===== src/design/tvg_pkg.sv =====
// Shared types, raster constants and the character ROM for the text video generator.
// No dependencies; every other file of the block imports this package.
package tvg_pkg;

  // Screen memory geometry
  localparam int unsigned SCREEN_BYTES = 1024;
  localparam int unsigned ADDR_W       = 10;
  localparam int unsigned CODE_W       = 8;
  localparam int unsigned POS_W        = 9;
  localparam int unsigned SUM_W        = 11;

  // Raster timing
  localparam logic [POS_W-1:0] DOT_LAST     = 9'd454;
  localparam logic [POS_W-1:0] LINE_LAST    = 9'd261;
  localparam logic [POS_W-1:0] ACTIVE_DOTS  = 9'd280;
  localparam logic [POS_W-1:0] ACTIVE_LINES = 9'd192;
  localparam logic [POS_W-1:0] HSYNC_FIRST  = 9'd290;
  localparam logic [POS_W-1:0] HSYNC_END    = 9'd340;
  localparam logic [POS_W-1:0] VSYNC_FIRST  = 9'd220;
  localparam logic [POS_W-1:0] VSYNC_END    = 9'd224;
  localparam logic [2:0]       CELL_DOT_LAST  = 3'd6;
  localparam logic [2:0]       CELL_LINE_LAST = 3'd7;

  // Character codes
  localparam logic [CODE_W-1:0] CODE_SPACE = 8'h20;
  localparam logic [CODE_W-1:0] CODE_A     = 8'h41;
  localparam logic [CODE_W-1:0] CODE_F     = 8'h46;

  typedef enum logic {
    OP_TICK  = 1'b0,
    OP_WRITE = 1'b1
  } op_e;

  typedef enum logic {
    CLR_SWEEP = 1'b0,
    CLR_DONE  = 1'b1
  } clr_state_e;

  // Raster position info handed from the timing unit to the renderer
  typedef struct packed {
    logic [2:0] cell_dot;
    logic [2:0] cell_line;
    logic       cell_ok;
    logic       hsync;
    logic       vsync;
    logic       hblank;
    logic       vblank;
  } pos_t;

  // Glyph rows for 'A'..'F'; the two spare rows are never selected
  localparam logic [7:0] GLYPH_ROWS [8][8] = '{
    '{8'h18, 8'h24, 8'h42, 8'h7e, 8'h42, 8'h42, 8'h42, 8'h00},
    '{8'h7c, 8'h42, 8'h42, 8'h7c, 8'h42, 8'h42, 8'h7c, 8'h00},
    '{8'h3c, 8'h42, 8'h40, 8'h40, 8'h40, 8'h42, 8'h3c, 8'h00},
    '{8'h78, 8'h44, 8'h42, 8'h42, 8'h42, 8'h44, 8'h78, 8'h00},
    '{8'h7e, 8'h40, 8'h40, 8'h78, 8'h40, 8'h40, 8'h7e, 8'h00},
    '{8'h7e, 8'h40, 8'h40, 8'h78, 8'h40, 8'h40, 8'h40, 8'h00},
    '{8'h00, 8'h00, 8'h00, 8'h00, 8'h00, 8'h00, 8'h00, 8'h00},
    '{8'h00, 8'h00, 8'h00, 8'h00, 8'h00, 8'h00, 8'h00, 8'h00}
  };

  // Dot value of a code at a cell dot and cell line
  function automatic logic glyph_dot(logic [CODE_W-1:0] code, logic [2:0] dot,
                                     logic [2:0] line);
    logic [CODE_W-1:0] idx;
    logic [7:0]        bits;
    logic              lit;
    idx  = code - CODE_A;
    bits = GLYPH_ROWS[idx[2:0]][line];
    if (code == CODE_SPACE) begin
      lit = 1'b0;
    end else if (code >= CODE_A && code <= CODE_F) begin
      lit = bits[3'd7 - dot];
    end else begin
      // filled block for unmapped codes
      lit = (line > 3'd0) && (line < 3'd7) && (dot > 3'd0) && (dot < 3'd6);
    end
    return lit;
  endfunction

endpackage


===== src/design/tvg_timing.sv =====
// Raster counters: dot, line and cell position, sync/blank flags, cell address.
// Depends on tvg_pkg.
module tvg_timing import tvg_pkg::*; (
  input  logic              clk_i,
  input  logic              rst_ni,
  input  logic              advance_i,
  output pos_t              pos_o,
  output logic [ADDR_W-1:0] cell_addr_o
);

  logic [POS_W-1:0] dot_q, dot_d, line_q, line_d;
  logic [2:0]       cell_dot_q, cell_dot_d, cell_line_q, cell_line_d;
  logic [6:0]       col_q, col_d;
  logic [5:0]       row_q, row_d;
  logic [SUM_W-1:0] cell_sum;

  // Advance the counters by one dot
  always_comb begin
    dot_d       = dot_q;
    line_d      = line_q;
    cell_dot_d  = cell_dot_q;
    cell_line_d = cell_line_q;
    col_d       = col_q;
    row_d       = row_q;
    if (advance_i) begin
      if (dot_q == DOT_LAST) begin
        dot_d      = '0;
        cell_dot_d = '0;
        col_d      = '0;
        if (line_q == LINE_LAST) begin
          line_d      = '0;
          cell_line_d = '0;
          row_d       = '0;
        end else begin
          line_d = line_q + 9'd1;
          if (cell_line_q == CELL_LINE_LAST) begin
            cell_line_d = '0;
            row_d       = row_q + 6'd1;
          end else begin
            cell_line_d = cell_line_q + 3'd1;
          end
        end
      end else begin
        dot_d = dot_q + 9'd1;
        if (cell_dot_q == CELL_DOT_LAST) begin
          cell_dot_d = '0;
          col_d      = col_q + 7'd1;
        end else begin
          cell_dot_d = cell_dot_q + 3'd1;
        end
      end
    end
  end

  always_ff @(posedge clk_i or negedge rst_ni) begin
    if (!rst_ni) begin
      dot_q       <= '0;
      line_q      <= '0;
      cell_dot_q  <= '0;
      cell_line_q <= '0;
      col_q       <= '0;
      row_q       <= '0;
    end else begin
      dot_q       <= dot_d;
      line_q      <= line_d;
      cell_dot_q  <= cell_dot_d;
      cell_line_q <= cell_line_d;
      col_q       <= col_d;
      row_q       <= row_d;
    end
  end

  // Cell address row*40 + column as row*32 + row*8 + column
  assign cell_sum = {row_q, 5'b0} + {2'b0, row_q, 3'b0} + {4'b0, col_q};
  assign cell_addr_o = cell_sum[ADDR_W-1:0];

  always_comb begin
    pos_o.cell_dot  = cell_dot_q;
    pos_o.cell_line = cell_line_q;
    pos_o.hblank    = dot_q >= ACTIVE_DOTS;
    pos_o.vblank    = line_q >= ACTIVE_LINES;
    pos_o.hsync     = (dot_q >= HSYNC_FIRST) && (dot_q < HSYNC_END);
    pos_o.vsync     = (line_q >= VSYNC_FIRST) && (line_q < VSYNC_END);
    pos_o.cell_ok   = !pos_o.hblank && !pos_o.vblank &&
                      (cell_sum < SUM_W'(SCREEN_BYTES));
  end

  a_hold: assert property (@(posedge clk_i) disable iff (!rst_ni)
    !advance_i |=> $stable(dot_q) && $stable(line_q))
    else $error("raster counters moved without a tick");

  a_wrap: assert property (@(posedge clk_i) disable iff (!rst_ni)
    advance_i && dot_q == DOT_LAST |=> dot_q == '0 && cell_dot_q == '0 && col_q == '0)
    else $error("line wrap did not clear the dot counters");

  a_cell_start: assert property (@(posedge clk_i) disable iff (!rst_ni)
    line_q == '0 |-> cell_line_q == '0 && row_q == '0)
    else $error("cell line counters out of step at frame start");

endmodule


===== config.mk =====
export PLATFORM = sky130hd
export DESIGN_NAME = tvg_timing
export DESIGN_NICKNAME = d
export VERILOG_FILES = /design/src/design/tvg_pkg.sv /design/src/design/tvg_timing.sv
export SDC_FILE = /design/constraint.sdc
export NUM_CORES = 1
export LEC_CHECK = 0
export BUFFER_PORTS_ARGS = -buffer_cell sky130_fd_sc_hd__buf_2
export CAP_MARGIN = 20
export CORE_UTILIZATION = 33
export CTS_CLUSTER_SIZE = 30
export DETAILED_ROUTE_END_ITERATION = 12
export GPL_TIMING_DRIVEN = 0
export PLACE_DENSITY = 0.49
export SLEW_MARGIN = 40
export SYNTH_ARGS = -nofsm -noshare
export SYNTH_HDL_FRONTEND = slang
export SYNTH_SLANG_ARGS = --single-unit

===== constraint.sdc =====
create_clock -name clk_i -period 4.1 [get_ports clk_i]
set_input_delay 0.82 -clock clk_i [delete_from_list [all_inputs] [get_ports clk_i]]
set_output_delay 0.82 -clock clk_i [all_outputs]
set_load 0.02 [all_outputs]

Yosys cells after proc, flatten, opt, wreduce, memory -nomap -nowiden
Cells that the tools add are included.
{ "classes": {"n_eq_ne": 4, "n_addsub": 8, "reduce_logical": 11, "magnitude_cmp": 7, "n_mux": 10} }
{ "ops": {"columns": ["cell", "n"], "rows": [
  ["$add A9 B1 Y9 const B", 2],
  ["$eq A9 B9 Y1 const B", 2],
  ["$ge A9 B8 Y1 const B", 2],
  ["$ge A9 B9 Y1 const B", 2],
  ["$mux W9", 2],
  ["$mux W7", 2],
  ["$mux W3", 4],
  ["$mux W6", 2],
  ["$add A11 B7 Y11", 1],
  ["$add A11 B9 Y11", 1],
  ["$lt A11 B11 Y1 const B", 1],
  ["$lt A9 B8 Y1 const B", 1],
  ["$lt A9 B9 Y1 const B", 1],
  ["$add A7 B1 Y7 const B", 1],
  ["$add A3 B1 Y3 const B", 2],
  ["$add A6 B1 Y6 const B", 1],
  ["$eq A3 B3 Y1 const B", 2],
  ["$logic_and A1 B1 Y1", 4],
  ["$reduce_and A2 Y1", 2],
  ["$reduce_bool A2 Y1", 2],
  ["$reduce_and A3 Y1", 1],
  ["$logic_not A1 Y1", 2]
]} }
{ "totals": {"out_inout_bits": 21, "inputBits": 3, "word_cells": 46, "regBits": 37} }

Depth between registers and ports, before layout
{ "logic_depth": {"depth_word": 4, "mapped_depth": 9, "depth_no_buf": 8} }

Worst setup path before layout
Ideal clock, no wire load.
{ "synth_timing": {"path_type": "reg2out", "from": "register row_q[0]", "to": "output port pos_o[4] in the netlist's numbering", "path_stages_with_launch": 9, "setup_slack_ps": 951, "n_path_buf": 0, "t_required_ps": 3280, "arrival_ps": 2329, "path_cell_list": "dfrtp_1 -> inv_1 -> fa_1 -> inv_1 -> fa_1 -> a211oi_1 -> o21bai_1 -> a21oi_1 -> mux2_2"} }
{ "synth_rtl": {"columns": ["element", "line_no", "source"], "rows": [
  ["start: declaration", "tvg_timing.sv:14", "logic [5:0] row_q, row_d;"],
  ["start signal: assignment", "tvg_timing.sv:69", "row_q <= row_d;"],
  ["end: declaration", "tvg_timing.sv:7", "output pos_t pos_o,"]
]} }

==> reports/metrics.csv <==
stage,metric,value,unit
run_status,outcome,finished clean,
routing,wl_per_cell,12.7,um
placement,pre_cts_slack,621,ps
sta,max_slew_margin,61.0,%
sta,period_minus_slack,3740,ps
placement,dpl.hpwl,3.63,mm
sta,worst_pin_slew,580,ps
layout,fillCellCount,765,
layout,multi_input_area,1360,sq um
worst_setup_path,crit_type,reg2out,
layout,syn_to_final_growth,13.4,%
sta,skew,5.57,ps
sta,fin_crit_sh,91.2,%
synthesis,synth_edf_count,0,
synthesis,synth-compound-area-share,16.1,%
placement,routabilityCongestion,0.795,
routing,drc_errors,0,
synthesis,syn_inst,258,
floorplan,rows,31,
worst_setup_path,critPathBufInv,3,
layout,n_antenna_cell,0,
worst_setup_path,crit_arrival,2920,ps
job,maxCapViolCount,0,
cts,cts.path.max_buffers,2,
sta,fin_ws,360,ps
worst_hold_path,hp-class,in2async,
worst_setup_path,cp-start-kind,flop,
global_routing,grt-ovfl-total,0,
cts,cts_sinks,37,
synthesis,synth_seq_area_share,37.9,%
global_routing,grt_use_total,13.8,%
worst_setup_path,critPathSlowestCell,fa_1,
worst_setup_path,cpLargestDelayFamily,adder cells,
pwr,power-per-cell-area,365,nW/um^2
sta,setup_viol,0,
synthesis,syn_area_per_cell,9.48,sq um
cts,clkLatencyLatePin,280,ps
synthesis,synth-simple-area-share,20.9,%
synthesis,async_flop_share,100,%
synthesis,synth-adder-area-share,12.7,%
layout,ff_latch_area,926,sq um
synthesis,synth_nets,284,
cts,hold_buffers,0,
layout,nNetsFinal,314,
floorplan,io_pins,24,
synthesis,netlist.area_leader.share,37.9,%
global_routing,grt_max_degree,38,
sta,rsz0062_at_grt,false,
synthesis,synth_xor_area_share,3.58,%
sta,finalSetupTns,0,ps
worst_setup_path,cp_max_fo,6,
synthesis,netlist_top_cells_count,"37 x dfrtp_1, 25 x o21ai_0, 20 x ha_1, 20 x nand2_1",
pwr,ir_drop,0.000161,V
synthesis,ys.flop_type,dfrtp_1,
routing,ant_nets,0,
floorplan,start_util,33.9,%
cts,cts-resized-gates,0,
cts,cts_root_buf,clkbuf_8,
synthesis,synth_area,2440,sq um
synthesis,synth_mux_area_share,2.41,%
synthesis,ys_ff_latch,37,
floorplan,core_area,7210,sq um
sta,maxSlewViolCount,0,
cts,htreeDepth,2,
global_routing,grt_pass1_wl,8.34,mm
global_routing,grt_pass1_vias,1754,
floorplan,dieArea,7760,sq um
pwr,power,1010,uW
synthesis,synth_most_common_cell,dfrtp_1,
cts,clkTransAtPathRegs,70,ps
synthesis,yosys_warnings,0,
synthesis,synth_top_family_by_area,simple AND/OR/NAND/NOR gates,
placement,io_buffers,23,
worst_setup_path,worstPathRequired,3280,ps
global_routing,antenna_found_initial,0,
cts,cts_tree,built,
worst_setup_path,reg2reg_slack,2280,ps
synthesis,synth_area_leaders,"dfrtp_1 38%, ha_1 10%, o21ai_0 5.1%",
pwr,p_leak,0.00128,uW
worst_setup_path,cpPeakStageDelay,500,ps
routing,drtIter0Drc,77,
synthesis,post-synth-top-area-cell,dfrtp_1,
floorplan,dieWidth,88.1,um
layout,drive_above_1_share,17.0,%
routing,dr_total_vias,1869,
cts,cts_buffers,5,
sta,fmaxAchievable,267,MHz
cts,cts_setup_buffers,0,
routing,drt_pass1_iterations,4,
routing,routed_wl,4.92,mm
worst_setup_path,cp_cell_sequence,inv_1 > fa_1 > inv_1 > fa_1 > a211oi_1 > o21bai_1 > a21oi_1 > mux2_2 > buf_2,
synthesis,synth.distinct_cells,54,
floorplan,fp.dieH,88.1,um
routing,vias_per_cell,4.83,
worst_setup_path,end_kind,output pin,
sta,hold_viol,0,
-- final timing paths --
kind,from,cells past startpoint,endpoint
min in group clk_i,cell_line_q[2]$_DFFE_PN0P_,2,cell_line_q[2]$_DFFE_PN0P_
max in group asynchronous,rst_ni,1,col_q[0]$_DFFE_PN0P_
min reg2reg,cell_line_q[2]$_DFFE_PN0P_,2,cell_line_q[2]$_DFFE_PN0P_
max,row_q[0]$_DFFE_PN0P_,9,pos_o[4]
min,rst_ni,1,line_q[3]$_DFFE_PN0P_
max reg2reg,dot_q[0]$_DFFE_PN0P_,8,line_q[7]$_DFFE_PN0P_
-- logic make-up (layout without fill, tap and decap cells) --
kind of cell | Yosys count | count (layout)
mux | 5 | 5
buf+inv | 31 | 61
compound gates | 66 | 66
simple gates | 86 | 86
xor+xnor | 10 | 10
flops | 37 | 37
fa+ha+maj | 23 | 23
-- placed cells by master (no fill, tap or decap), types with 4 or more instances in the layout --
cell type  instances
buf_4              7
nand3_1           10
inv_1             16
a21oi_1           16
nor3_1             8
clkbuf_1           5
clkbuf_8           6
nand2_1           20
buf_2             23
nor2_1             9
xnor2_1            8
o2bb2ai_1          4
nor2b_1            4
and3_1             5
nand4_1            9
dfrtp_1           37
ha_1              20
o21ai_0           25
-- report_power, final --
part	internal (uW)	switching [uW]
combinational	125	143
sequential	421	67.6
clock	133	120
-- state kept, by name, summed over array words and instances, names as in the netlist --
name	flops
col_q	7
cell_line_q	3
line_q	9
dot_q	9
row_q	6
cell_dot_q	3
-- worst register-to-register path, cell delays in order (launching register included) --
cell and delay (ps):
dfrtp_1 400, inv_1 110, ha_1 150, and4b_1 190, buf_4 150, and3_1 170
buf_6 140, nand4_4 100, mux2_4 310
-- per-stage QoR --
stage | cells | hold slack (ps) | instance area (sq um) | utilization [%]
2_1_floorplan | 258 | 476 | 2440 | -
3_3_place_gp | 380 | 486 | 2680 | 37.2
3_5_place_dp | 380 | 492 | 2690 | 37.2
4_1_cts | 387 | 507 | 2770 | 38.4
5_1_grt | 387 | 526 | 2770 | 38.4
6_report | 387 | 498 | 2770 | 38.4
-- cell type report --
cell class | instances | area share [%]
Multi-Input combinational cell | 190 | 49.1
Sequential cell | 37 | 33.4
Timing Repair Buffer | 23 | 4.24
Buffer | 14 | 3.34
Tap cell | 99 | 4.47
Clock buffer | 7 | 3.11
Inverter | 17 | 2.30
-- metal layers --
layer  GRT usage [%]  routed length, um  vias to the layer above
met1            18.5               2490                      865
met5               0                  0                        -
li1                -                  -                      982
met4            3.96                 58                        0
met2            22.4               2270                       16
met3            2.83                101                        6
Note: power is estimated with default switching activity, not from simulation.
