## src/design/tvg_pkg.sv

```systemverilog
// Shared types, raster constants and the character ROM for the text video generator.
// No dependencies; every other file of the block imports this package.
package tvg_pkg;

  // Screen memory geometry
  localparam int unsigned SCREEN_BYTES = 1024;
  localparam int unsigned ADDR_W       = 10;
  localparam int unsigned CODE_W       = 8;
  localparam int unsigned POS_W        = 9;
  localparam int unsigned SUM_W        = 11;

  // Raster timing
  localparam logic [POS_W-1:0] DOT_LAST     = 9'd454;
  localparam logic [POS_W-1:0] LINE_LAST    = 9'd261;
  localparam logic [POS_W-1:0] ACTIVE_DOTS  = 9'd280;
  localparam logic [POS_W-1:0] ACTIVE_LINES = 9'd192;
  localparam logic [POS_W-1:0] HSYNC_FIRST  = 9'd290;
  localparam logic [POS_W-1:0] HSYNC_END    = 9'd340;
  localparam logic [POS_W-1:0] VSYNC_FIRST  = 9'd220;
  localparam logic [POS_W-1:0] VSYNC_END    = 9'd224;
  localparam logic [2:0]       CELL_DOT_LAST  = 3'd6;
  localparam logic [2:0]       CELL_LINE_LAST = 3'd7;

  // Character codes
  localparam logic [CODE_W-1:0] CODE_SPACE = 8'h20;
  localparam logic [CODE_W-1:0] CODE_A     = 8'h41;
  localparam logic [CODE_W-1:0] CODE_F     = 8'h46;

  typedef enum logic {
    OP_TICK  = 1'b0,
    OP_WRITE = 1'b1
  } op_e;

  typedef enum logic {
    CLR_SWEEP = 1'b0,
    CLR_DONE  = 1'b1
  } clr_state_e;

  // Raster position info handed from the timing unit to the renderer
  typedef struct packed {
    logic [2:0] cell_dot;
    logic [2:0] cell_line;
    logic       cell_ok;
    logic       hsync;
    logic       vsync;
    logic       hblank;
    logic       vblank;
  } pos_t;

  // Glyph rows for 'A'..'F'; the two spare rows are never selected
  localparam logic [7:0] GLYPH_ROWS [8][8] = '{
    '{8'h18, 8'h24, 8'h42, 8'h7e, 8'h42, 8'h42, 8'h42, 8'h00},
    '{8'h7c, 8'h42, 8'h42, 8'h7c, 8'h42, 8'h42, 8'h7c, 8'h00},
    '{8'h3c, 8'h42, 8'h40, 8'h40, 8'h40, 8'h42, 8'h3c, 8'h00},
    '{8'h78, 8'h44, 8'h42, 8'h42, 8'h42, 8'h44, 8'h78, 8'h00},
    '{8'h7e, 8'h40, 8'h40, 8'h78, 8'h40, 8'h40, 8'h7e, 8'h00},
    '{8'h7e, 8'h40, 8'h40, 8'h78, 8'h40, 8'h40, 8'h40, 8'h00},
    '{8'h00, 8'h00, 8'h00, 8'h00, 8'h00, 8'h00, 8'h00, 8'h00},
    '{8'h00, 8'h00, 8'h00, 8'h00, 8'h00, 8'h00, 8'h00, 8'h00}
  };

  // Dot value of a code at a cell dot and cell line
  function automatic logic glyph_dot(logic [CODE_W-1:0] code, logic [2:0] dot,
                                     logic [2:0] line);
    logic [CODE_W-1:0] idx;
    logic [7:0]        bits;
    logic              lit;
    idx  = code - CODE_A;
    bits = GLYPH_ROWS[idx[2:0]][line];
    if (code == CODE_SPACE) begin
      lit = 1'b0;
    end else if (code >= CODE_A && code <= CODE_F) begin
      lit = bits[3'd7 - dot];
    end else begin
      // filled block for unmapped codes
      lit = (line > 3'd0) && (line < 3'd7) && (dot > 3'd0) && (dot < 3'd6);
    end
    return lit;
  endfunction

endpackage

```

## src/design/tvg_if.sv

```systemverilog


interface tvg_out_if import tvg_pkg::*; ();
  logic valid;
  logic ready;
  logic pixel;
  logic hsync;
  logic vsync;
  logic hblank;
  logic vblank;

  modport source (output valid, output pixel, output hsync, output vsync,
                  output hblank, output vblank, input ready);
  modport sink (input valid, input pixel, input hsync, input vsync,
                input hblank, input vblank, output ready);
endinterface

```

## src/design/tvg_render.sv

```systemverilog
// Pixel stage and output register: glyph lookup on the fetched code, output skid.
// Depends on tvg_pkg and tvg_out_if.
module tvg_render import tvg_pkg::*; (
  input  logic              clk_i,
  input  logic              rst_ni,
  input  logic              tick_i,
  input  pos_t              pos_i,
  input  logic [CODE_W-1:0] code_i,
  output logic              can_take_o,
  tvg_out_if.source         out_o
);

  logic s1_valid_q, s1_valid_d;
  pos_t s1_pos_q;
  logic out_valid_q, out_valid_d;
  logic pixel_q, hsync_q, vsync_q, hblank_q, vblank_q;
  logic out_free, s1_move, px;

  assign out_free   = !out_valid_q || out_o.ready;
  assign s1_move    = s1_valid_q && out_free;
  assign can_take_o = !s1_valid_q || out_free;

  // Hold the fetch stage until the output register frees up; load or empty the output register
  always_comb begin
    s1_valid_d = s1_valid_q;
    if (can_take_o) begin
      s1_valid_d = tick_i;
    end
    out_valid_d = out_valid_q;
    if (s1_move) begin
      out_valid_d = 1'b1;
    end else if (out_o.ready) begin
      out_valid_d = 1'b0;
    end
  end

  assign px = s1_pos_q.cell_ok &&
              glyph_dot(code_i, s1_pos_q.cell_dot, s1_pos_q.cell_line);

  always_ff @(posedge clk_i or negedge rst_ni) begin
    if (!rst_ni) begin
      s1_valid_q  <= 1'b0;
      out_valid_q <= 1'b0;
    end else begin
      s1_valid_q  <= s1_valid_d;
      out_valid_q <= out_valid_d;
    end
  end

  always_ff @(posedge clk_i) begin
    if (tick_i && can_take_o) begin
      s1_pos_q <= pos_i;
    end
    if (s1_move) begin
      pixel_q  <= px;
      hsync_q  <= s1_pos_q.hsync;
      vsync_q  <= s1_pos_q.vsync;
      hblank_q <= s1_pos_q.hblank;
      vblank_q <= s1_pos_q.vblank;
    end
  end

  assign out_o.valid  = out_valid_q;
  assign out_o.pixel  = pixel_q;
  assign out_o.hsync  = hsync_q;
  assign out_o.vsync  = vsync_q;
  assign out_o.hblank = hblank_q;
  assign out_o.vblank = vblank_q;

  a_dark_in_blank: assert property (@(posedge clk_i) disable iff (!rst_ni)
    out_valid_q && (hblank_q || vblank_q) |-> !pixel_q)
    else $error("lit pixel during blanking");

  a_stage_held: assert property (@(posedge clk_i) disable iff (!rst_ni)
    s1_valid_q && !out_free |=> s1_valid_q && $stable(s1_pos_q))
    else $error("fetch stage dropped while output stalled");

  a_no_take_when_full: assert property (@(posedge clk_i) disable iff (!rst_ni)
    tick_i |-> can_take_o)
    else $error("tick issued while renderer full");

endmodule

```

## src/flat_wrapper.sv

```systemverilog
// flat-port wrapper written by rule: the top's interface ports become plain ports
module tvg_render_flat import tvg_pkg::*;
  (clk_i, rst_ni, tick_i, pos_i, code_i, can_take_o, out_o_valid, out_o_pixel, out_o_hsync, out_o_vsync, out_o_hblank, out_o_vblank, out_o_ready);
  tvg_out_if out_o_i ();
  input  logic clk_i;
  input  logic rst_ni;
  input  logic tick_i;
  input  pos_t pos_i;
  input  logic [CODE_W-1:0] code_i;
  output logic can_take_o;
  output wire logic [$bits(out_o_i.valid)-1:0] out_o_valid;
  output wire logic [$bits(out_o_i.pixel)-1:0] out_o_pixel;
  output wire logic [$bits(out_o_i.hsync)-1:0] out_o_hsync;
  output wire logic [$bits(out_o_i.vsync)-1:0] out_o_vsync;
  output wire logic [$bits(out_o_i.hblank)-1:0] out_o_hblank;
  output wire logic [$bits(out_o_i.vblank)-1:0] out_o_vblank;
  input wire logic [$bits(out_o_i.ready)-1:0] out_o_ready;
  assign out_o_valid = out_o_i.valid;
  assign out_o_pixel = out_o_i.pixel;
  assign out_o_hsync = out_o_i.hsync;
  assign out_o_vsync = out_o_i.vsync;
  assign out_o_hblank = out_o_i.hblank;
  assign out_o_vblank = out_o_i.vblank;
  assign out_o_i.ready = out_o_ready;
  tvg_render u_core (.clk_i(clk_i), .rst_ni(rst_ni), .tick_i(tick_i), .pos_i(pos_i), .code_i(code_i), .can_take_o(can_take_o), .out_o(out_o_i));
endmodule
```

## config.mk

```make
export PLATFORM = sky130hd
export DESIGN_NAME = tvg_render_flat
export DESIGN_NICKNAME = d
export VERILOG_FILES = /design/src/design/tvg_pkg.sv /design/src/design/tvg_if.sv /design/src/design/tvg_render.sv /design/src/flat_wrapper.sv
export SDC_FILE = /design/constraint.sdc
export NUM_CORES = 1
export LEC_CHECK = 0
export ABC_AREA = 1
export BUFFER_PORTS_ARGS = -buffer_cell sky130_fd_sc_hd__buf_2
export CORE_AREA = 4 4 66 56
export DETAILED_ROUTE_END_ITERATION = 6
export DIE_AREA = 0 0 70 60
export PLACE_DENSITY = 0.65
export SETUP_SLACK_MARGIN = 0.15
export SYNTH_ARGS = -nofsm -noshare
export SYNTH_HDL_FRONTEND = slang
export SYNTH_SLANG_ARGS = --single-unit
```

## constraint.sdc

```tcl
create_clock -name clk_i -period 1.5 [get_ports clk_i]
set_input_delay 0.075 -clock clk_i [delete_from_list [all_inputs] [get_ports clk_i]]
set_output_delay 0.075 -clock clk_i [all_outputs]
set_load 0.01 [all_outputs]
```

# --- After elaboration in Yosys (flattened, before gate mapping) ---
# Memory sizes are Yosys's and may differ from the RTL's.
# Cells that the tools add are included.
word_totals:
  in_bits: 23
  reg_bits: 18
  elab_cells: 52
  out_inout_bits: 7
  n_memories: 1
  mem_bits_ro: 512
memory_table:
  columns: ["name", "depth", "word_bits", "read_ports", "rd_ports_with_merged_regs", "write_ports", "line_no", "source"]
  rows:
  - ["(name not given)", 8, 64, 1, 0, 0, "tvg_pkg.sv:69", "bits = GLYPH_ROWS[idx[2:0]][line];"]
classes:
  order_cmp: 9
  bitwise: 2
  addsub: 2
  mux: 11
  n_reduce_logical: 12
  eq_ne: 1
op_table:
  columns: ["operator", "count"]
  rows:
  - ["$mux W64", 2]
  - ["$bmux W8 S3", 1]
  - ["$mux W8", 2]
  - ["$eq A8 B6 Y1 const B", 1]
  - ["$ge A4 B4 Y1 const B", 2]
  - ["$ge A8 B7 Y1 const B", 1]
  - ["$le A8 B7 Y1 const B", 1]
  - ["$not A3 Y4", 2]
  - ["$logic_and A1 B1 Y1", 7]
  - ["$gt A3 B1 Y1 const B", 2]
  - ["$lt A3 B3 Y1 const B", 2]
  - ["$mux W1", 5]
  - ["$lt A3 B4 Y1 const B", 1]
  - ["$bmux W1 S3", 1]
  - ["$sub A3 B1 Y3 const B", 1]
  - ["$sub A3 B3 Y3 const A", 1]
  - ["$logic_not A1 Y1", 2]
  - ["$logic_or A1 B1 Y1", 2]
  - ["$reduce_bool A2 Y1", 1]

# --- Logic depth before layout (Yosys ltp) ---
# Gate-level depths: netlist of the first run.
depth:
  word_depth: 13
  mapped_depth: 15
  mapped_depth_nobuf: 15

# --- Worst setup path after synthesis of the first run ---
# OpenSTA, ideal clock, no wires.
synth_timing:
  kind: "input port to flip-flop"
  from: "in code_i[1]"
  to: "reg u_core.pixel_q (netlist: u_core.out_o.pixel) (data pin)"
  required_ns: 1.239
  setup_ns: 0.261
  setup_slack_ns: -0.148
  path_stages: 15
  path_buffers: 0
  arrival_time_ns: 1.387
  cell_sequence: "inv_1 ha_1 inv_1 ha_1 inv_2 nand2_1 nand2_1 nand2_1 nand3_1 nand3_1 nand2_1 inv_1 nand2_2 nand3_2 a21oi_2"
synth_via:
  elab_chain_cells: 13
  word_cells_on_any_way: 17
  classes_between: "1 x add/sub; 2 x order compare; 1 x eq/ne; 9 x mux; 1 x bitwise; 2 x reduce/logical; 1 x memory"
synth_rtl:
  columns: ["element", "line_no", "source"]
  rows:
  - ["start: declaration", "flat_wrapper.sv:9", "input logic [CODE_W-1:0] code_i;"]
  - ["$sub A3 B1 Y3", "tvg_pkg.sv:68", "idx = code - CODE_A;"]
  - ["$not A3 Y4 (not written as such)", "tvg_pkg.sv:69", null]
  - ["$mem_v2 Z8 W64", null, null]
  - ["$mux W64 (not written as such) (2 in a row)", "tvg_pkg.sv:69", null]
  - ["$bmux W8 S3", "tvg_pkg.sv:69", null]
  - ["$mux W8 (not written as such) (2 in a row)", "tvg_pkg.sv:69", null]
  - ["$bmux W1 S3", "tvg_pkg.sv:73", "lit = bits[3'd7 - dot];"]
  - ["$mux W1 (not written as such)", "tvg_pkg.sv:73", null]
  - ["$mux W1", "tvg_pkg.sv:72", "end else if (code >= CODE_A && code <= CODE_F) begin"]
  - ["$mux W1 (*)", "tvg_pkg.sv:70", "if (code == CODE_SPACE) begin"]
  - ["$logic_and A1 B1 Y1 (*)", "tvg_render.sv:37", "assign px = s1_pos_q.cell_ok &&"]
  - ["named net u_core.px", "tvg_render.sv:17", "logic out_free, s1_move, px;"]
  - ["end signal: assignment", "tvg_render.sv:55", "pixel_q <= px;"]
  - ["end: declaration", "tvg_render.sv:16", "logic pixel_q, hsync_q, vsync_q, hblank_q, vblank_q;"]
# Mark *: on every way through the listed nets, which the timed path passes. The rest lies on a longest branch. The select of a mux whose other input is x is not followed.
# A chain may end at the register's enable or synchronous reset.

# --- Worst setup path after layout of the first run ---
layout_timing:
  from: "reg u_core.s1_pos_q[7] in the netlist's numbering"
  to: "reg u_core.pixel_q (netlist: u_core.out_o.pixel) (data pin)"
layout_via:
  elab_chain_cells: 9
  word_cells_on_any_way: 14
  classes_between: "2 x order compare; 7 x mux; 1 x bitwise; 4 x reduce/logical"
layout_rtl:
  columns: ["element", "line_no", "source"]
  rows:
  - ["start: declaration", "tvg_render.sv:14", "pos_t s1_pos_q;"]
  - ["start signal: assignment", "tvg_render.sv:52", "s1_pos_q <= pos_i;"]
  - ["$not A3 Y4 (not written as such)", "tvg_pkg.sv:69", null]
  - ["$bmux W8 S3", "tvg_pkg.sv:69", null]
  - ["$mux W8 (not written as such) (2 in a row)", "tvg_pkg.sv:69", null]
  - ["$bmux W1 S3", "tvg_pkg.sv:73", null]
  - ["$mux W1 (not written as such)", "tvg_pkg.sv:73", null]
  - ["$mux W1 (*)", "tvg_pkg.sv:72", null]
  - ["$mux W1 (*)", "tvg_pkg.sv:70", null]
  - ["$logic_and A1 B1 Y1 (*)", "tvg_render.sv:37", null]
  - ["named net u_core.px", "tvg_render.sv:17", null]
# Marked as above.

==> flow_summary.ini, run 1 <==
[run_status]
status = finished, violations left
violations = negative setup slack

[clock_tree]
clk_path_buf_depth = 2
cts_num_sinks = 18
htreeDepth = 1
tritoncts = done
clk_pin_slew_ns = 0.07
cts_root_buf = clkbuf_8
cts_made_buffers = 3
clock_latency_ns = 0.25

[sta]
slew-limit-headroom_pct = 67.6
finClkSkew_ns = 0.00539
finalCritPeriodShare_pct = 103
setup-violations-final = 1
maxSlewViolCount = 0
fin_crit_ns = 1.55
hold_violations = 0
fin_ws_ns = -0.0456
fmax_ghz = 0.647
rsz0062_at_grt = yes
tightest_slew_ns = 0.486

[yosys]
ys_seq_area_share_pct = 45.8
avgSynthCellArea_sq_um = 8.21
netlist_area_sq_mm = 0.00116
synth-warning-count = 0
postSynth.asyncResetShare_pct = 11.1
synth_flop_cell = edfxtp_1
ys_types = 23
synth-edff-count = 16
ys_seq_elements = 18
syn_inst = 141
synth_nets = 171

[routing]
drtIter0Drc = 97
drc = 0
first_pass_iters = 4
wl_microns = 2890
vias = 1161
routedWlPerCell_microns = 12.1
vias_per_cell = 4.84
final_antenna_net_count = 0

[floorplanning]
initial_core_util_pct = 38.3
core_sq_mm = 0.00302
die_h_microns = 60
dieArea_sq_mm = 0.00420
num_rows = 18
ioPinCount = 30
die_w_microns = 70

[global_route]
track_usage_pct = 14.0
grt.overflow.total = 0
grt_pass1_wl_microns = 4690
grt_max_degree = 12
grt_pass1_vias = 1096
antenna_found_initial = 0

[worst_setup_path]
critical-path-top-delay-family = flip-flops
crit_chain = inv_1, nand2_1, a21o_1, a21oi_2, a21oi_2, nand3_2, a21oi_2
cp-start-kind = register
required_ns = 1.50
cpMaxStageDelayCell = edfxtp_1
cp.arrival_ns = 1.54
end_kind = register
critical_path_buf_inv_count = 1
startpoint = u_core.s1_pos_q[7]
critPathKind = register to register
critical_path.most_common_cell = a21oi_2
cp_max_fo = 7
r2r_start = u_core.s1_pos_q[7]
r2r_slack_ns = -0.05
critPathMaxStageDelay_ns = 0.50

[cells_and_area]
diodes = 0
drive_above_1_share_pct = 36.5
area_growth_pct = 47.2
design_area_sq_mm = 0.00170
stdcell_count = 240
fillers = 270
nets = 231
finalCoreUtilization_pct = 56.5

[worst_hold_path]
worstHoldStart = out_o_ready
hold_class = primary input to register

[power]
total_power_w = 0.00133
ir_drop_v = 0.000690
total_leakage_power_nw = 0.800
power_density_mw_per_mm2 = 783

[place]
gp_routability_congestion = 0.856
place_inst = 222
placed_cell_area_sq_mm = 0.00148
portBuffers = 29
hpwl_microns = 2160

[run]
maxCapViolations = 0
==> cells in the final DEF, fill, tap and decap left out, types with 2 or more instances in the layout <==
cell type | Yosys | routed
buf_2 | 0 | 29
dfrtp_1 | 2 | 2
ha_1 | 7 | 5
buf_6 | 1 | 3
ha_4 | 0 | 2
nand3_2 | 1 | 3
nand3_1 | 18 | 16
clkbuf_8 | 0 | 3
nor3_1 | 3 | 3
nor2_1 | 10 | 8
dlygate4sd3_1 | 0 | 12
nand2_1 | 38 | 36
inv_1 | 18 | 14
edfxtp_1 | 16 | 16
a21oi_1 | 6 | 4
nor3b_1 | 2 | 2
a21oi_2 | 3 | 5
clkinvlp_4 | 0 | 2
nand2_2 | 2 | 4
nor2_2 | 1 | 2
o21ai_0 | 3 | 3
buf_4 | 0 | 12
inv_2 | 4 | 5
==> flip-flops by register name, summed over array words and instances, names as in the netlist <==
| name | flops |
|---|---|
| u_core.out_o.hblank | 1 |
| u_core.out_o.hsync | 1 |
| u_core.out_o.pixel | 1 |
| u_core.out_o.valid | 1 |
| u_core.out_o.vblank | 1 |
| u_core.out_o.vsync | 1 |
| u_core.s1_pos_q | 11 |
| u_core.s1_valid_q | 1 |
==> per-layer routing <==
layer  share of wire (%)  GRT usage, %
met5                   0             0
met4                0.14          3.28
met3                 5.0          2.18
met1                  44          17.5
met2                  51          25.6
==> worst register-to-register path: cells and delay by family, from the launching register on <==
| kind | cells | cell delay [ns] |
|---|---|---|
| and+or+nand+nor | 2 | 0.15 |
| DFF | 1 | 0.50 |
| AOI/OAI and AO/OA | 4 | 0.44 |
| buffers and inverters | 1 | 0.22 |
==> final timing paths <==
kind | endpoint | cells past startpoint
worst min-delay path | u_core.out_o.valid | 4
min in group asynchronous | u_core.out_o.valid | 2
max in group asynchronous | u_core.s1_valid_q | 2
worst max register to register | u_core.out_o.pixel | 7
worst max-delay path | u_core.out_o.pixel | 7
worst min register to register | u_core.out_o.vsync | 0
==> synthesized netlist by cell type, drive strengths merged (2+ instances only) <==
cell type	count	area [sq um]
nand3	19	100
nor3	3	15.0
nand2	40	155
inv	22	82.6
ha	7	87.6
edfxtp	16	480
a21oi	9	56.3
nor3b	2	15.0
nor2	11	43.8
dfrtp	2	50.1
o21ai	3	15.0
==> report_power, final <==
group          total, W  switching [W]  internal [W]
sequential     0.000627      0.0000277      0.000600
clock          0.000330       0.000148      0.000182
combinational  0.000376       0.000207      0.000169
==> what timing repair did <==
item	CTS	global route
gates cloned	0	0
setup endpoints to repair	1	12
resized for setup	6	6
endpoints found under the hold margin	10	3
hold buffers	9	3
buffers inserted	2	0
pin swaps	1	1
==> area by class of cell <==
cell class,count,area (sq um),area share (%)
Multi-Input combinational cell,100,597,35.0
Sequential cell,18,531,31.1
Timing Repair Buffer,56,389,22.8
Inverter,22,92.6,5.43
Tap cell,40,50.0,2.94
Clock buffer,3,41.3,2.42
Clock inverter,1,3.75,0.220
==> per-stage QoR <==
step           setup TNS [ns]  hold WS (ns)  setup slack (ns)
6_report              -0.0456        0.0795           -0.0456
5_1_grt                -0.108         0.104            -0.108
4_1_cts               -0.0112       0.00217           -0.0112
3_5_place_dp           -0.255        -0.135            -0.255
3_3_place_gp           -0.180        -0.140            -0.180
2_1_floorplan               0        -0.221            0.0109
==> logic make-up after synthesis <==
kind of cell,Yosys count,share of synthesized area (%)
fa+ha+maj,7,7.57
xor+xnor,1,0.757
flops,18,45.8
compound gates,14,7.57
simple gates,78,30.2
buf+inv,23,8.11
Power figures use the tool's default switching activity.
==> run 2: changes to the inputs <==
Settings changed: CORE_AREA 4 4 66 56 to 4 4 61 52, DIE_AREA 0 0 70 60 to 0 0 65 56, PLACE_DENSITY 0.65 to 0.75.
==> flow_summary.ini, run 2 (synthesis gave the netlist of run 1 again) <==
[run_status]
status = finished, violations left
violations = negative setup slack

[worst_setup_path]
required_ns = 1.66
critPathKind = register to register
cp_max_fo = 4
critical_path.most_common_cell = a21oi_2
critical_path_buf_inv_count = 2
critPathMaxStageDelay_ns = 0.48
cp.arrival_ns = 1.76
cp-start-kind = register
crit_chain = buf_6, nor2_4, buf_6, a21o_1, a21oi_2, a21oi_2, nand3_2, a21oi_2
cpMaxStageDelayCell = edfxtp_1
critical-path-top-delay-family = flip-flops
end_kind = register

[cells_and_area]
final_common_cell = nand2_1
diodes = 0
largest_register = u_core.s1_pos_q
largest_register_ffs = 11
drive_above_1_share_pct = 40.0
area_growth_pct = 54.1
nets = 241
layout_common_cells = nand2_1 (36), buf_2 (29), buf_4 (20), edfxtp_1 (16), nand3_1 (15)

[routing]
vias = 1213
drtIter0Drc = 92
final_antenna_net_count = 0
vias_per_cell = 4.89
drc = 0
first_pass_iters = 5
wl_microns = 3130
routedWlPerCell_microns = 12.6

[sta]
fin_ws_ns = -0.0985
fin_tns_setup_ns = -0.0985
setup-violations-final = 1
fmax_ghz = 0.626
fin_crit_ns = 1.60
slew-limit-headroom_pct = 67.7
tightest_slew_ns = 0.484
hold_violations = 0
maxSlewViolCount = 0
whs_ns = 0.0804
rsz0062_at_grt = yes
finClkSkew_ns = 0.00188
finalCritPeriodShare_pct = 107

[power]
swShare_pct = 31.0
comb_power_share_pct = 32.4
power_density_mw_per_mm2 = 721
p_sw_w = 0.000398
ir_drop_v = 0.000674
total_leakage_power_nw = 0.844
p_int_w = 0.000887
seqPwrFrac_pct = 48.5
total_power_w = 0.00128
clkPwrFrac_pct = 19.1

[global_route]
grt.overflow.total = 0
grt_pass1_wl_microns = 4790
antenna_found_initial = 0
track_usage_pct = 16.9
grt_max_degree = 12
grt_pass1_vias = 1078

[worst_hold_path]
hold_class = primary input to register

[place]
portBuffers = 29
hpwl_microns = 2190
gp_routability_congestion = 0.978
pre_cts_ws_ns = -0.232

[floorplanning]
ioPinCount = 30
die_w_microns = 65
initial_core_util_pct = 44.2
num_rows = 17
die_h_microns = 56
core_sq_mm = 0.00262
dieArea_sq_mm = 0.00364

[clock_tree]
htreeDepth = 1
clk_path_buf_depth = 2
cts_root_buf = clkbuf_4
tritoncts = done
cts_made_buffers = 3
clock_latency_ns = 0.29
cts_num_sinks = 18
clk_pin_slew_ns = 0.10

[run]
maxCapViolations = 0
## run 2: cell types whose count changed in the layout (fill, tap and decap cells not counted), sizes merged
cell,delta
buf,+9
dlygate4sd3,+1
## run 2: through the flow
stage | area [sq um] | utilization [%] | instances
after global routing | 1780 | 68.1 | 248
after floorplan | 1190 | - | 141
final | 1780 | 68.1 | 248
after global placement | 1500 | 57.5 | 224
after CTS | 1680 | 64.3 | 242
after detailed placement | 1500 | 57.5 | 224
## run 2: cell type report
cell class                      count  area [sq um]
Fill cell                         192           833
Multi-Input combinational cell    100           616
Sequential cell                    18           531
Timing Repair Buffer               66           470
Inverter                           22          92.6
Tap cell                           38          47.5
Clock buffer                        3          22.5
Clock inverter                      1          3.75
## run 2: repair_timing
action | 4_1_cts | 5_1_grt
setup buffers | 1 | 6
setup endpoints to repair | 1 | 12
pin swaps | 0 | 7
hold buffers | 13 | 0
gates cloned | 0 | 0
resized for setup | 4 | 13
endpoints found under the hold margin | 14 | 0
## run 2: worst reg2reg max path, delay by kind of cell, from the launching register on
| kind | cells | cell delay [ns] |
|---|---|---|
| AO/OA/AOI/OAI | 4 | 0.48 |
| buffers and inverters | 2 | 0.27 |
| flip-flops | 1 | 0.48 |
| AND/OR/NAND/NOR | 2 | 0.24 |
## run 2: worst paths after layout
check	to	slack [ns]	start	cells after the start
worst max-delay path	u_core.out_o.pixel	-0.1	u_core.s1_pos_q[5]	8
worst min-delay path	u_core.out_o.valid	0.08	out_o_ready	4
worst max register to register	u_core.out_o.pixel	-0.1	u_core.s1_pos_q[5]	8
worst min register to register	u_core.out_o.vsync	0.43	u_core.s1_pos_q[2]	0
max in group asynchronous	u_core.s1_valid_q	1.31	rst_ni	2
min in group asynchronous	u_core.out_o.valid	0.09	rst_ni	2
## run 2: power groups by stage
stage | Clock (W) | Combinational, W | Sequential, W
floorplan | 0 | 0.000196 | 0.000638
global placement | 0 | 0.000325 | 0.000633
detailed placement | 0 | 0.000333 | 0.000635
CTS | 0.000252 | 0.000368 | 0.000624
global route | 0.000273 | 0.000456 | 0.000628
finish | 0.000245 | 0.000416 | 0.000623
## run 2: routing by layer
metal  wire [microns]  global-route usage, %
met1             1320                   22.3
met2             1570                   28.6
met3              175                   2.02
met4               69                   5.42
met5                0                      0
